<file path="config.mk">
export PLATFORM = sky130hd
export DESIGN_NAME = window_trigger_period_meter
export DESIGN_NICKNAME = d
export VERILOG_FILES = /design/src/sv/wtpm_pkg.sv /design/src/sv/window_trigger_period_meter.sv /design/src/sv/wtpm_ram.sv /design/src/sv/wtpm_cfg.sv /design/src/sv/wtpm_window.sv /design/src/sv/wtpm_meter.sv
export SDC_FILE = /design/constraint.sdc
export NUM_CORES = 1
export LEC_CHECK = 0
export ABC_AREA = 1
export BUFFER_PORTS_ARGS = -buffer_cell sky130_fd_sc_hd__buf_2
export CAP_MARGIN = 5
export CORE_MARGIN = 10
export CORE_UTILIZATION = 45
export CTS_BUF_LIST = sky130_fd_sc_hd__clkbuf_4
export CTS_CLUSTER_SIZE = 24
export DETAILED_ROUTE_END_ITERATION = 8
export PLACE_DENSITY = 0.69
export SLEW_MARGIN = 20
export SYNTH_ARGS = -nofsm -noshare
export SYNTH_HDL_FRONTEND = slang
export SYNTH_SLANG_ARGS = --single-unit
</file>
<file path="constraint.sdc">
create_clock -name clk -period 9.4 [get_ports clk]
set_clock_uncertainty 0.15 [all_clocks]
set_input_delay 1.88 -clock clk [delete_from_list [all_inputs] [get_ports clk]]
set_output_delay 1.88 -clock clk [all_outputs]
set_load 0.01 [all_outputs]
</file>
<file path="src/sv/wtpm_pkg.sv">
// ----------------------------------------------------------------------------
// Window trigger period meter: shared package
// Widths, register map, configuration bundle and the item that passes from
// the window stage to the meter stage.
// ----------------------------------------------------------------------------
package wtpm_pkg;

  localparam int WINDOW_TAPS = 10;
  localparam int MAX_PERIODS = 64;

  localparam int SAMPLE_W = 10;
  localparam int STAMP_W  = 16;
  localparam int SQ_W     = 2 * SAMPLE_W;
  localparam int TOTAL_W  = 32;
  localparam int SLOT_W   = 6;
  localparam int LEVEL_W  = 10;
  localparam int MINP_W   = 16;
  localparam int NEEDED_W = 7;
  localparam int RMS_W    = 12;

  localparam int POS_W = $clog2(WINDOW_TAPS);
  localparam int SUM_W = $clog2(WINDOW_TAPS * ((1 << SAMPLE_W) - 1) + 1);

  // Division of the window sum by the tap count is a multiplication by a
  // rounded-up reciprocal; four guard bits keep the floor exact for every sum.
  localparam int DIV_SHIFT = SUM_W + 4;
  localparam int DIV_RECIP = ((1 << DIV_SHIFT) + WINDOW_TAPS - 1) / WINDOW_TAPS;
  localparam int PROD_W    = SUM_W + DIV_SHIFT;

  localparam int REC_W = $clog2(MAX_PERIODS + 1);
  localparam int CNT_W = (REC_W > NEEDED_W) ? REC_W : NEEDED_W;

  localparam int ADDR_W = 5;
  localparam int DATA_W = 32;

  typedef enum logic [2:0] {
    REG_TRIGGER_LEVEL     = 3'd0,
    REG_TRIGGER_HALFWIDTH = 3'd1,
    REG_MIN_PERIOD        = 3'd2,
    REG_PERIODS_NEEDED    = 3'd3,
    REG_RMS_SAMPLES       = 3'd4
  } reg_idx_t;

  typedef struct packed {
    logic [LEVEL_W-1:0]  trigger_level;
    logic [LEVEL_W-1:0]  trigger_halfwidth;
    logic [MINP_W-1:0]   min_period;
    logic [NEEDED_W-1:0] periods_needed;
    logic [RMS_W-1:0]    rms_samples;
  } cfg_t;

  typedef struct packed {
    logic [SUM_W-1:0]   sum;
    logic [SQ_W-1:0]    square;
    logic [STAMP_W-1:0] stamp;
  } win_item_t;

endpackage

</file>
<file path="src/sv/window_trigger_period_meter.sv">
// ----------------------------------------------------------------------------
// Window trigger period meter: top level
// Moving-average level trigger that measures and totals signal periods and
// sums the squares of the first samples.
// ----------------------------------------------------------------------------
// The block takes one sample per clock cycle while neither side stalls and
// returns exactly one result per sample. The rate is set by the window RAM,
// which is read when a sample is taken and written when it moves on, and by
// the running window sum, which is updated once per sample. The ten-entry
// window RAM starts as all zero through per-entry valid bits, so no
// clearing pass follows reset. Both sides may stall freely; configuration
// writes are meant for idle periods.
module window_trigger_period_meter (
  input  logic                          clk,
  input  logic                          rst_n,
  input  logic                          in_valid,
  output logic                          in_ready,
  input  logic [wtpm_pkg::SAMPLE_W-1:0] in_sample,
  input  logic [wtpm_pkg::STAMP_W-1:0]  in_stamp,
  output logic                          out_valid,
  input  logic                          out_ready,
  output logic [wtpm_pkg::SAMPLE_W-1:0] out_level_average,
  output logic                          out_period_valid,
  output logic [wtpm_pkg::STAMP_W-1:0]  out_period_ticks,
  output logic [wtpm_pkg::SLOT_W-1:0]   out_period_slot,
  output logic [wtpm_pkg::TOTAL_W-1:0]  out_period_total,
  output logic                          out_periods_done,
  output logic [wtpm_pkg::TOTAL_W-1:0]  out_square_total,
  output logic                          out_square_done,
  input  logic                          psel,
  input  logic                          penable,
  input  logic                          pwrite,
  input  logic [wtpm_pkg::ADDR_W-1:0]   paddr,
  input  logic [wtpm_pkg::DATA_W-1:0]   pwdata,
  output logic [wtpm_pkg::DATA_W-1:0]   prdata,
  output logic                          pready
);
  import wtpm_pkg::*;

  cfg_t      cfg;
  logic      b_valid;
  logic      b_ready;
  win_item_t b_item;

  wtpm_cfg u_cfg (
    .clk     (clk),
    .rst_n   (rst_n),
    .psel    (psel),
    .penable (penable),
    .pwrite  (pwrite),
    .paddr   (paddr),
    .pwdata  (pwdata),
    .prdata  (prdata),
    .pready  (pready),
    .cfg     (cfg)
  );

  wtpm_window u_window (
    .clk       (clk),
    .rst_n     (rst_n),
    .in_valid  (in_valid),
    .in_ready  (in_ready),
    .in_sample (in_sample),
    .in_stamp  (in_stamp),
    .b_valid   (b_valid),
    .b_ready   (b_ready),
    .b_item    (b_item)
  );

  wtpm_meter u_meter (
    .clk               (clk),
    .rst_n             (rst_n),
    .cfg               (cfg),
    .b_valid           (b_valid),
    .b_ready           (b_ready),
    .b_item            (b_item),
    .out_valid         (out_valid),
    .out_ready         (out_ready),
    .out_level_average (out_level_average),
    .out_period_valid  (out_period_valid),
    .out_period_ticks  (out_period_ticks),
    .out_period_slot   (out_period_slot),
    .out_period_total  (out_period_total),
    .out_periods_done  (out_periods_done),
    .out_square_total  (out_square_total),
    .out_square_done   (out_square_done)
  );

endmodule

</file>
<file path="src/sv/wtpm_ram.sv">
// ----------------------------------------------------------------------------
// Generic single-port-write RAM
// One write port and one read port; read data is registered.
// ----------------------------------------------------------------------------
module wtpm_ram #(
  parameter int WIDTH = 8,
  parameter int DEPTH = 16
) (
  input  logic                     clk,
  input  logic                     we,
  input  logic [$clog2(DEPTH)-1:0] waddr,
  input  logic [WIDTH-1:0]         wdata,
  input  logic                     re,
  input  logic [$clog2(DEPTH)-1:0] raddr,
  output logic [WIDTH-1:0]         rdata
);

  logic [WIDTH-1:0] mem [DEPTH];
  logic [WIDTH-1:0] rdata_r;

  always_ff @(posedge clk) begin
    if (we) begin
      mem[waddr] <= wdata;
    end
    if (re) begin
      rdata_r <= mem[raddr];
    end
  end

  assign rdata = rdata_r;

endmodule

</file>
<file path="src/sv/wtpm_cfg.sv">
// ----------------------------------------------------------------------------
// Window trigger period meter: configuration registers
// APB-style register file holding the trigger window, period limits and
// the sum-of-squares sample count.
// ----------------------------------------------------------------------------
module wtpm_cfg (
  input  logic                  clk,
  input  logic                  rst_n,
  input  logic                  psel,
  input  logic                  penable,
  input  logic                  pwrite,
  input  logic [wtpm_pkg::ADDR_W-1:0] paddr,
  input  logic [wtpm_pkg::DATA_W-1:0] pwdata,
  output logic [wtpm_pkg::DATA_W-1:0] prdata,
  output logic                  pready,
  output wtpm_pkg::cfg_t        cfg
);
  import wtpm_pkg::*;

  cfg_t     cfg_r;
  reg_idx_t idx;
  logic     wr_en;

  assign idx   = reg_idx_t'(paddr[ADDR_W-1:2]);
  assign wr_en = psel && penable && pwrite;

  always_ff @(posedge clk) begin
    if (!rst_n) begin
      cfg_r.trigger_level     <= LEVEL_W'(512);
      cfg_r.trigger_halfwidth <= LEVEL_W'(16);
      cfg_r.min_period        <= MINP_W'(200);
      cfg_r.periods_needed    <= NEEDED_W'(16);
      cfg_r.rms_samples       <= RMS_W'(1000);
    end else if (wr_en) begin
      unique case (idx)
        REG_TRIGGER_LEVEL:     cfg_r.trigger_level     <= pwdata[LEVEL_W-1:0];
        REG_TRIGGER_HALFWIDTH: cfg_r.trigger_halfwidth <= pwdata[LEVEL_W-1:0];
        REG_MIN_PERIOD:        cfg_r.min_period        <= pwdata[MINP_W-1:0];
        REG_PERIODS_NEEDED:    cfg_r.periods_needed    <= pwdata[NEEDED_W-1:0];
        REG_RMS_SAMPLES:       cfg_r.rms_samples       <= pwdata[RMS_W-1:0];
        default: ;
      endcase
    end
  end

  always_comb begin
    unique case (idx)
      REG_TRIGGER_LEVEL:     prdata = DATA_W'(cfg_r.trigger_level);
      REG_TRIGGER_HALFWIDTH: prdata = DATA_W'(cfg_r.trigger_halfwidth);
      REG_MIN_PERIOD:        prdata = DATA_W'(cfg_r.min_period);
      REG_PERIODS_NEEDED:    prdata = DATA_W'(cfg_r.periods_needed);
      REG_RMS_SAMPLES:       prdata = DATA_W'(cfg_r.rms_samples);
      default:               prdata = '0;
    endcase
  end

  assign pready = 1'b1;
  assign cfg    = cfg_r;

endmodule

</file>
<file path="src/sv/wtpm_window.sv">
// ----------------------------------------------------------------------------
// Window trigger period meter: sample window stage
// Keeps the circular sample window in RAM and a running window sum. The
// old entry is read when a sample is taken and replaced when the sample
// moves on, while the sum is updated and the sample is squared.
// ----------------------------------------------------------------------------
module wtpm_window (
  input  logic                          clk,
  input  logic                          rst_n,
  input  logic                          in_valid,
  output logic                          in_ready,
  input  logic [wtpm_pkg::SAMPLE_W-1:0] in_sample,
  input  logic [wtpm_pkg::STAMP_W-1:0]  in_stamp,
  output logic                          b_valid,
  input  logic                          b_ready,
  output wtpm_pkg::win_item_t           b_item
);
  import wtpm_pkg::*;

  // Read stage: the RAM output register belongs to this stage.
  logic                   a_valid_r;
  logic [SAMPLE_W-1:0]    a_sample_r;
  logic [STAMP_W-1:0]     a_stamp_r;
  logic [POS_W-1:0]       a_pos_r;
  logic                   a_old_ok_r;

  logic [POS_W-1:0]       pos_r;
  logic [WINDOW_TAPS-1:0] vld_r;
  logic [SUM_W-1:0]       sum_r;
  logic [SUM_W-1:0]       sum_nxt;
  logic [SAMPLE_W-1:0]    ram_rdata;
  logic [SAMPLE_W-1:0]    old_sample;

  logic                   b_valid_r;
  win_item_t              b_item_r;

  logic                   accept;
  logic                   a_adv;

  assign a_adv    = a_valid_r && (!b_valid_r || b_ready);
  assign in_ready = !a_valid_r || a_adv;
  assign accept   = in_valid && in_ready;

  // Consecutive samples use consecutive entries, and the sample ten places
  // later, the next to use this entry, is read only after this one is
  // written, so a read never meets a pending write to the same entry.
  wtpm_ram #(
    .WIDTH (SAMPLE_W),
    .DEPTH (WINDOW_TAPS)
  ) u_ram (
    .clk   (clk),
    .we    (a_adv),
    .waddr (a_pos_r),
    .wdata (a_sample_r),
    .re    (accept),
    .raddr (pos_r),
    .rdata (ram_rdata)
  );

  // Entries never written since reset count as zero.
  assign old_sample = a_old_ok_r ? ram_rdata : '0;
  assign sum_nxt    = sum_r - SUM_W'(old_sample) + SUM_W'(a_sample_r);

  always_ff @(posedge clk) begin
    if (!rst_n) begin
      a_valid_r <= 1'b0;
      pos_r     <= '0;
      vld_r     <= '0;
      sum_r     <= '0;
      b_valid_r <= 1'b0;
    end else begin
      if (accept) begin
        a_valid_r <= 1'b1;
        pos_r     <= (pos_r == POS_W'(WINDOW_TAPS - 1)) ? '0 : pos_r + 1'b1;
      end else if (a_adv) begin
        a_valid_r <= 1'b0;
      end
      if (a_adv) begin
        vld_r[a_pos_r] <= 1'b1;
        sum_r          <= sum_nxt;
        b_valid_r      <= 1'b1;
      end else if (b_ready) begin
        b_valid_r <= 1'b0;
      end
    end
  end

  always_ff @(posedge clk) begin
    if (accept) begin
      a_sample_r <= in_sample;
      a_stamp_r  <= in_stamp;
      a_pos_r    <= pos_r;
      a_old_ok_r <= vld_r[pos_r];
    end
    if (a_adv) begin
      b_item_r.sum    <= sum_nxt;
      b_item_r.square <= SQ_W'(a_sample_r) * SQ_W'(a_sample_r);
      b_item_r.stamp  <= a_stamp_r;
    end
  end

  assign b_valid = b_valid_r;
  assign b_item  = b_item_r;

endmodule

</file>
<file path="src/sv/wtpm_meter.sv">
// ----------------------------------------------------------------------------
// Window trigger period meter: trigger and accumulator stage
// Turns the window sum into the level average, runs the arm and measure
// sequence, keeps the period and square totals and holds the result.
// ----------------------------------------------------------------------------
module wtpm_meter (
  input  logic                          clk,
  input  logic                          rst_n,
  input  wtpm_pkg::cfg_t                cfg,
  input  logic                          b_valid,
  output logic                          b_ready,
  input  wtpm_pkg::win_item_t           b_item,
  output logic                          out_valid,
  input  logic                          out_ready,
  output logic [wtpm_pkg::SAMPLE_W-1:0] out_level_average,
  output logic                          out_period_valid,
  output logic [wtpm_pkg::STAMP_W-1:0]  out_period_ticks,
  output logic [wtpm_pkg::SLOT_W-1:0]   out_period_slot,
  output logic [wtpm_pkg::TOTAL_W-1:0]  out_period_total,
  output logic                          out_periods_done,
  output logic [wtpm_pkg::TOTAL_W-1:0]  out_square_total,
  output logic                          out_square_done
);
  import wtpm_pkg::*;

  logic                out_valid_r;
  logic [SAMPLE_W-1:0] avg_out_r;
  logic                pvalid_r;
  logic [STAMP_W-1:0]  ticks_r;
  logic [SLOT_W-1:0]   slot_r;

  logic [SAMPLE_W-1:0] prev_avg_r,  prev_avg_nxt;
  logic                armed_r,     armed_nxt;
  logic [STAMP_W-1:0]  arm_stamp_r, arm_stamp_nxt;
  logic [REC_W-1:0]    recorded_r,  recorded_nxt;
  logic [TOTAL_W-1:0]  period_acc_r, period_acc_nxt;
  logic [TOTAL_W-1:0]  square_acc_r, square_acc_nxt;
  logic [RMS_W-1:0]    square_cnt_r, square_cnt_nxt;
  logic                square_run_r, square_run_nxt;
  logic                halted_r,    halted_nxt;

  logic [SAMPLE_W-1:0] avg_nxt;
  logic                pvalid_nxt;
  logic [STAMP_W-1:0]  ticks_nxt;
  logic [SLOT_W-1:0]   slot_nxt;

  logic [PROD_W-1:0]    prod;
  logic [SAMPLE_W-1:0]  avg;
  logic signed [LEVEL_W+1:0] win_lo;
  logic signed [LEVEL_W+1:0] win_hi;
  logic signed [LEVEL_W+1:0] avg_s;
  logic                 hit;
  logic [STAMP_W-1:0]   period;
  logic                 load;

  assign b_ready = !out_valid_r || out_ready;
  assign load    = b_valid && b_ready;

  assign prod = PROD_W'(b_item.sum) * PROD_W'(DIV_RECIP);
  assign avg  = prod[DIV_SHIFT +: SAMPLE_W];

  // The window bounds are signed, so a lower bound below zero admits zero.
  assign win_lo = $signed({2'b00, cfg.trigger_level}) - $signed({2'b00, cfg.trigger_halfwidth});
  assign win_hi = $signed({2'b00, cfg.trigger_level}) + $signed({2'b00, cfg.trigger_halfwidth});
  assign avg_s  = $signed({2'b00, avg});
  assign hit    = (avg_s > win_lo) && (avg_s < win_hi) && (avg >= prev_avg_r);
  assign period = b_item.stamp - arm_stamp_r;

  always_comb begin
    prev_avg_nxt   = prev_avg_r;
    armed_nxt      = armed_r;
    arm_stamp_nxt  = arm_stamp_r;
    recorded_nxt   = recorded_r;
    period_acc_nxt = period_acc_r;
    square_acc_nxt = square_acc_r;
    square_cnt_nxt = square_cnt_r;
    square_run_nxt = square_run_r;
    halted_nxt     = halted_r;
    avg_nxt        = prev_avg_r;
    pvalid_nxt     = 1'b0;
    ticks_nxt      = '0;
    slot_nxt       = '0;
    if (!halted_r) begin
      avg_nxt      = avg;
      prev_avg_nxt = avg;
      if (hit) begin
        if (armed_r) begin
          if (period > cfg.min_period && recorded_r < REC_W'(MAX_PERIODS)) begin
            period_acc_nxt = period_acc_r + TOTAL_W'(period);
            pvalid_nxt     = 1'b1;
            ticks_nxt      = period;
            slot_nxt       = SLOT_W'(recorded_r);
            recorded_nxt   = recorded_r + 1'b1;
          end
          armed_nxt = 1'b0;
          if (CNT_W'(recorded_nxt) >= CNT_W'(cfg.periods_needed) ||
              recorded_nxt >= REC_W'(MAX_PERIODS)) begin
            halted_nxt = 1'b1;
          end
        end else begin
          arm_stamp_nxt = b_item.stamp;
          armed_nxt     = 1'b1;
        end
      end
      if (square_run_r) begin
        square_acc_nxt = square_acc_r + TOTAL_W'(b_item.square);
        square_cnt_nxt = square_cnt_r + 1'b1;
        // A count of zero after the increment means the counter wrapped.
        if (square_cnt_nxt >= cfg.rms_samples || square_cnt_nxt == '0) begin
          square_run_nxt = 1'b0;
        end
      end
    end
  end

  always_ff @(posedge clk) begin
    if (!rst_n) begin
      out_valid_r  <= 1'b0;
      prev_avg_r   <= '0;
      armed_r      <= 1'b0;
      arm_stamp_r  <= '0;
      recorded_r   <= '0;
      period_acc_r <= '0;
      square_acc_r <= '0;
      square_cnt_r <= '0;
      square_run_r <= 1'b1;
      halted_r     <= 1'b0;
    end else if (load) begin
      out_valid_r  <= 1'b1;
      prev_avg_r   <= prev_avg_nxt;
      armed_r      <= armed_nxt;
      arm_stamp_r  <= arm_stamp_nxt;
      recorded_r   <= recorded_nxt;
      period_acc_r <= period_acc_nxt;
      square_acc_r <= square_acc_nxt;
      square_cnt_r <= square_cnt_nxt;
      square_run_r <= square_run_nxt;
      halted_r     <= halted_nxt;
    end else if (out_ready) begin
      out_valid_r <= 1'b0;
    end
  end

  always_ff @(posedge clk) begin
    if (load) begin
      avg_out_r <= avg_nxt;
      pvalid_r  <= pvalid_nxt;
      ticks_r   <= ticks_nxt;
      slot_r    <= slot_nxt;
    end
  end

  assign out_valid         = out_valid_r;
  assign out_level_average = avg_out_r;
  assign out_period_valid  = pvalid_r;
  assign out_period_ticks  = ticks_r;
  assign out_period_slot   = slot_r;
  assign out_period_total  = period_acc_r;
  assign out_periods_done  = halted_r;
  assign out_square_total  = square_acc_r;
  assign out_square_done   = !square_run_r;

endmodule

</file>
==> results_dict.tcl <==
set metrics [dict create \
    status "finished, final reports clean" \
    synth_area_leaders "edfxtp_1 (23%), dfxtp_1 (14%), ha_1 (12%)" \
    wl_per_cell_um 15.1 \
    drt_wl_total_um 68100 \
    crit_top_cell "nand2_1" \
    grt_start_max_net_pins 103 \
    grt_use_total_pct 18.2 \
    async_flop_share_pct 0 \
    cts.path.max_buffers 3 \
    hold_path.class "flop to flop" \
    final_util_pct 50.4 \
    clock_sinks 421 \
    drv_slew 0 \
    ant_nets 0 \
    rows 92 \
    ctsHoldBuffers 0 \
    dr.pass1.iters 8 \
    syn_inst 3362 \
    cts_max_level 3 \
    slowest_stage "fa_1" \
    finalHoldViolations 0 \
    end_kind "flop" \
    synth_top_area_share_pct 23.5 \
    antenna_found_initial 4 \
    cp.required_ps 9960 \
    io_pins 204 \
    drc_errors 0 \
    n_fill_cell 6004 \
    avgSynthCellArea_um2 8.49 \
    cts_root_buf "clkbuf_4" \
    rsz0062_at_grt "no" \
    clock_latency_ps 960 \
    max_stage_delay_ps 560 \
    fin_crit_ps 8340 \
    dp_hpwl_um 50300 \
    crit_type "flop to flop" \
    tightest_slew_ps 1050 \
    ys.flop_type "edfxtp_1" \
    worst-endpoint-arrival_ps 8900 \
    final_cell_mix "inv_1 (649), nand2_1 (520), ha_1 (284), nor2_1 (266), o21ai_0 (251)" \
    ys_types 55 \
    dieArea_mm2 0.0739 \
    vias 22500 \
    synth-warning-count 0 \
    ys_seq_area_share_pct 37.4 \
    fin_setup_tns_ps 0 \
    cts_tree "yes" \
    post_cts_buffers 0 \
    grt-ovfl-total 0 \
    core_mm2 0.0630 \
    clk_pin_slew_ps 70 \
    initial_core_util_pct 45.3 \
    final_common_cell "inv_1" \
    setup_viol 0 \
    die_x_um 272 \
    grt_pass1_wl_um 111000 \
    start_kind "flop" \
    cap_violations 0 \
    drive_gt1_share_pct 12.0 \
    syn_area_mm2 0.0285 \
    cts.repair.resized 0 \
    ys_ff_latch 421 \
    grt_pass1_vias 21900 \
    drt_first_iter_violations 1513 \
    nNetsFinal 4048 \
    routed_via_density 4.98 \
    area_growth_syn_to_layout_pct 11.2 \
    crit_fanout 23 \
    max_slew_margin_pct 29.8 \
    port_buffers 168 \
    yosysTopAreaCell "edfxtp_1" \
    synth_edf_count 223 \
    max_freq_ghz 0.120 \
    cts_buffers 113 \
    period_share_pct 88.7 \
    gp_congestion 0.912 \
    die_h_um 272 \
]
final timing paths:
kind                                        startpoint                     endpoint  slack [ps]  cells after the start
worst min-delay path            u_window.a_stamp_r[10]          u_window.b_item[10]         250                      0
worst max register to register     u_window.b_item[47]  u_meter.out_period_ticks[2]        1060                     36
worst max-delay path               u_window.b_item[47]  u_meter.out_period_ticks[2]        1060                     36
worst min register to register  u_window.a_stamp_r[10]          u_window.b_item[10]         250                      0
logic make-up (layout without fill, tap and decap cells):
kind of cell / Yosys count / count (layout) / share of synthesized area, %
buffers and inverters: 769 / 1065 / 10.5
other: 2 / 20 / 0.0263
multiplexers: 1 / 1 / 0.0351
XOR/XNOR: 120 / 120 / 3.68
AO/OA/AOI/OAI: 606 / 606 / 11.8
adder cells (fa/ha/maj): 404 / 404 / 20.9
AND/OR/NAND/NOR: 1039 / 1039 / 15.7
flip-flops: 421 / 421 / 37.4
through the flow:
stage	setup slack (ps)	hold slack (ps)	std cells	area, µm²
floorplan	2490	250	3377	28600
global placement	1170	251	4305	30200
detailed placement	1090	255	4305	30200
CTS	1070	271	4519	31700
global route	472	271	4522	31700
finish	1060	248	4522	31700
cell type report:
cell class / instances / area [µm²] / share of cell area, %
Multi-Input combinational cell: 2187 / 15000 / 47.1
Inverter: 658 / 2470 / 7.79
Antenna cell: 3 / 7.51 / 0.0237
Tap cell: 846 / 1060 / 3.34
Clock buffer: 174 / 1310 / 4.12
Sequential cell: 421 / 10700 / 33.6
Timing Repair Buffer: 193 / 1030 / 3.25
Clock inverter: 40 / 248 / 0.781
metal layers:
layer / GRT usage, % / wire length [µm] / vias up
met2: 30.2 / 32000 / 459
met4: 6.10 / 1470 / 2
met1: 23.6 / 31300 / 10500
met5: 0 / 13 / -
li1: - / - / 11400
met3: 3.41 / 3330 / 113
synth_stat cells (6+ instances only):
cell	number
o211ai_1	12
dfxtp_1	198
nand4_1	53
o21bai_1	22
nor2_4	11
nor3_1	28
buf_2	10
o21ai_1	6
nand2_2	6
o21ai_0	251
nand2_1	520
a21oi_1	232
fa_1	120
inv_1	651
or2_2	8
edfxtp_1	223
o22ai_1	8
ha_1	284
nand3b_1	6
a31oi_1	6
a221oi_1	26
buf_1	7
xor2_1	91
nand3_1	104
nor2_1	270
buf_4	18
nor4_1	8
clkbuf_1	70
o221ai_1	6
o2111ai_1	8
nor2_2	15
xnor2_1	29
flip-flops by register name (all words and copies together), names as in the netlist, 10 cells and up:
name	flops
u_meter.out_square_total	32
u_meter.out_period_ticks	16
u_window.b_item	49
u_cfg.cfg	55
u_meter.prev_avg_r	10
u_window.vld_r	10
u_window.u_ram.rdata	10
u_window.sum_r	14
u_meter.arm_stamp_r	16
u_meter.out_level_average	10
u_meter.out_period_total	32
u_window.a_stamp_r	16
u_meter.square_cnt_r	12
u_window.a_sample_r	10
u_window.u_ram.mem	100
critical path: cells and delay by family (launching register included):
family | cells | cell delay, ps
buffers and inverters | 5 | 340
adders and majority gates | 8 | 3580
DFF | 1 | 480
xor gates and xnor gates | 1 | 350
and+or+nand+nor | 17 | 2550
AOI/OAI and AO/OA | 5 | 640
Power is not shown: default switching activity piles up to over one toggle a cycle in this logic, so the estimate is an artifact.
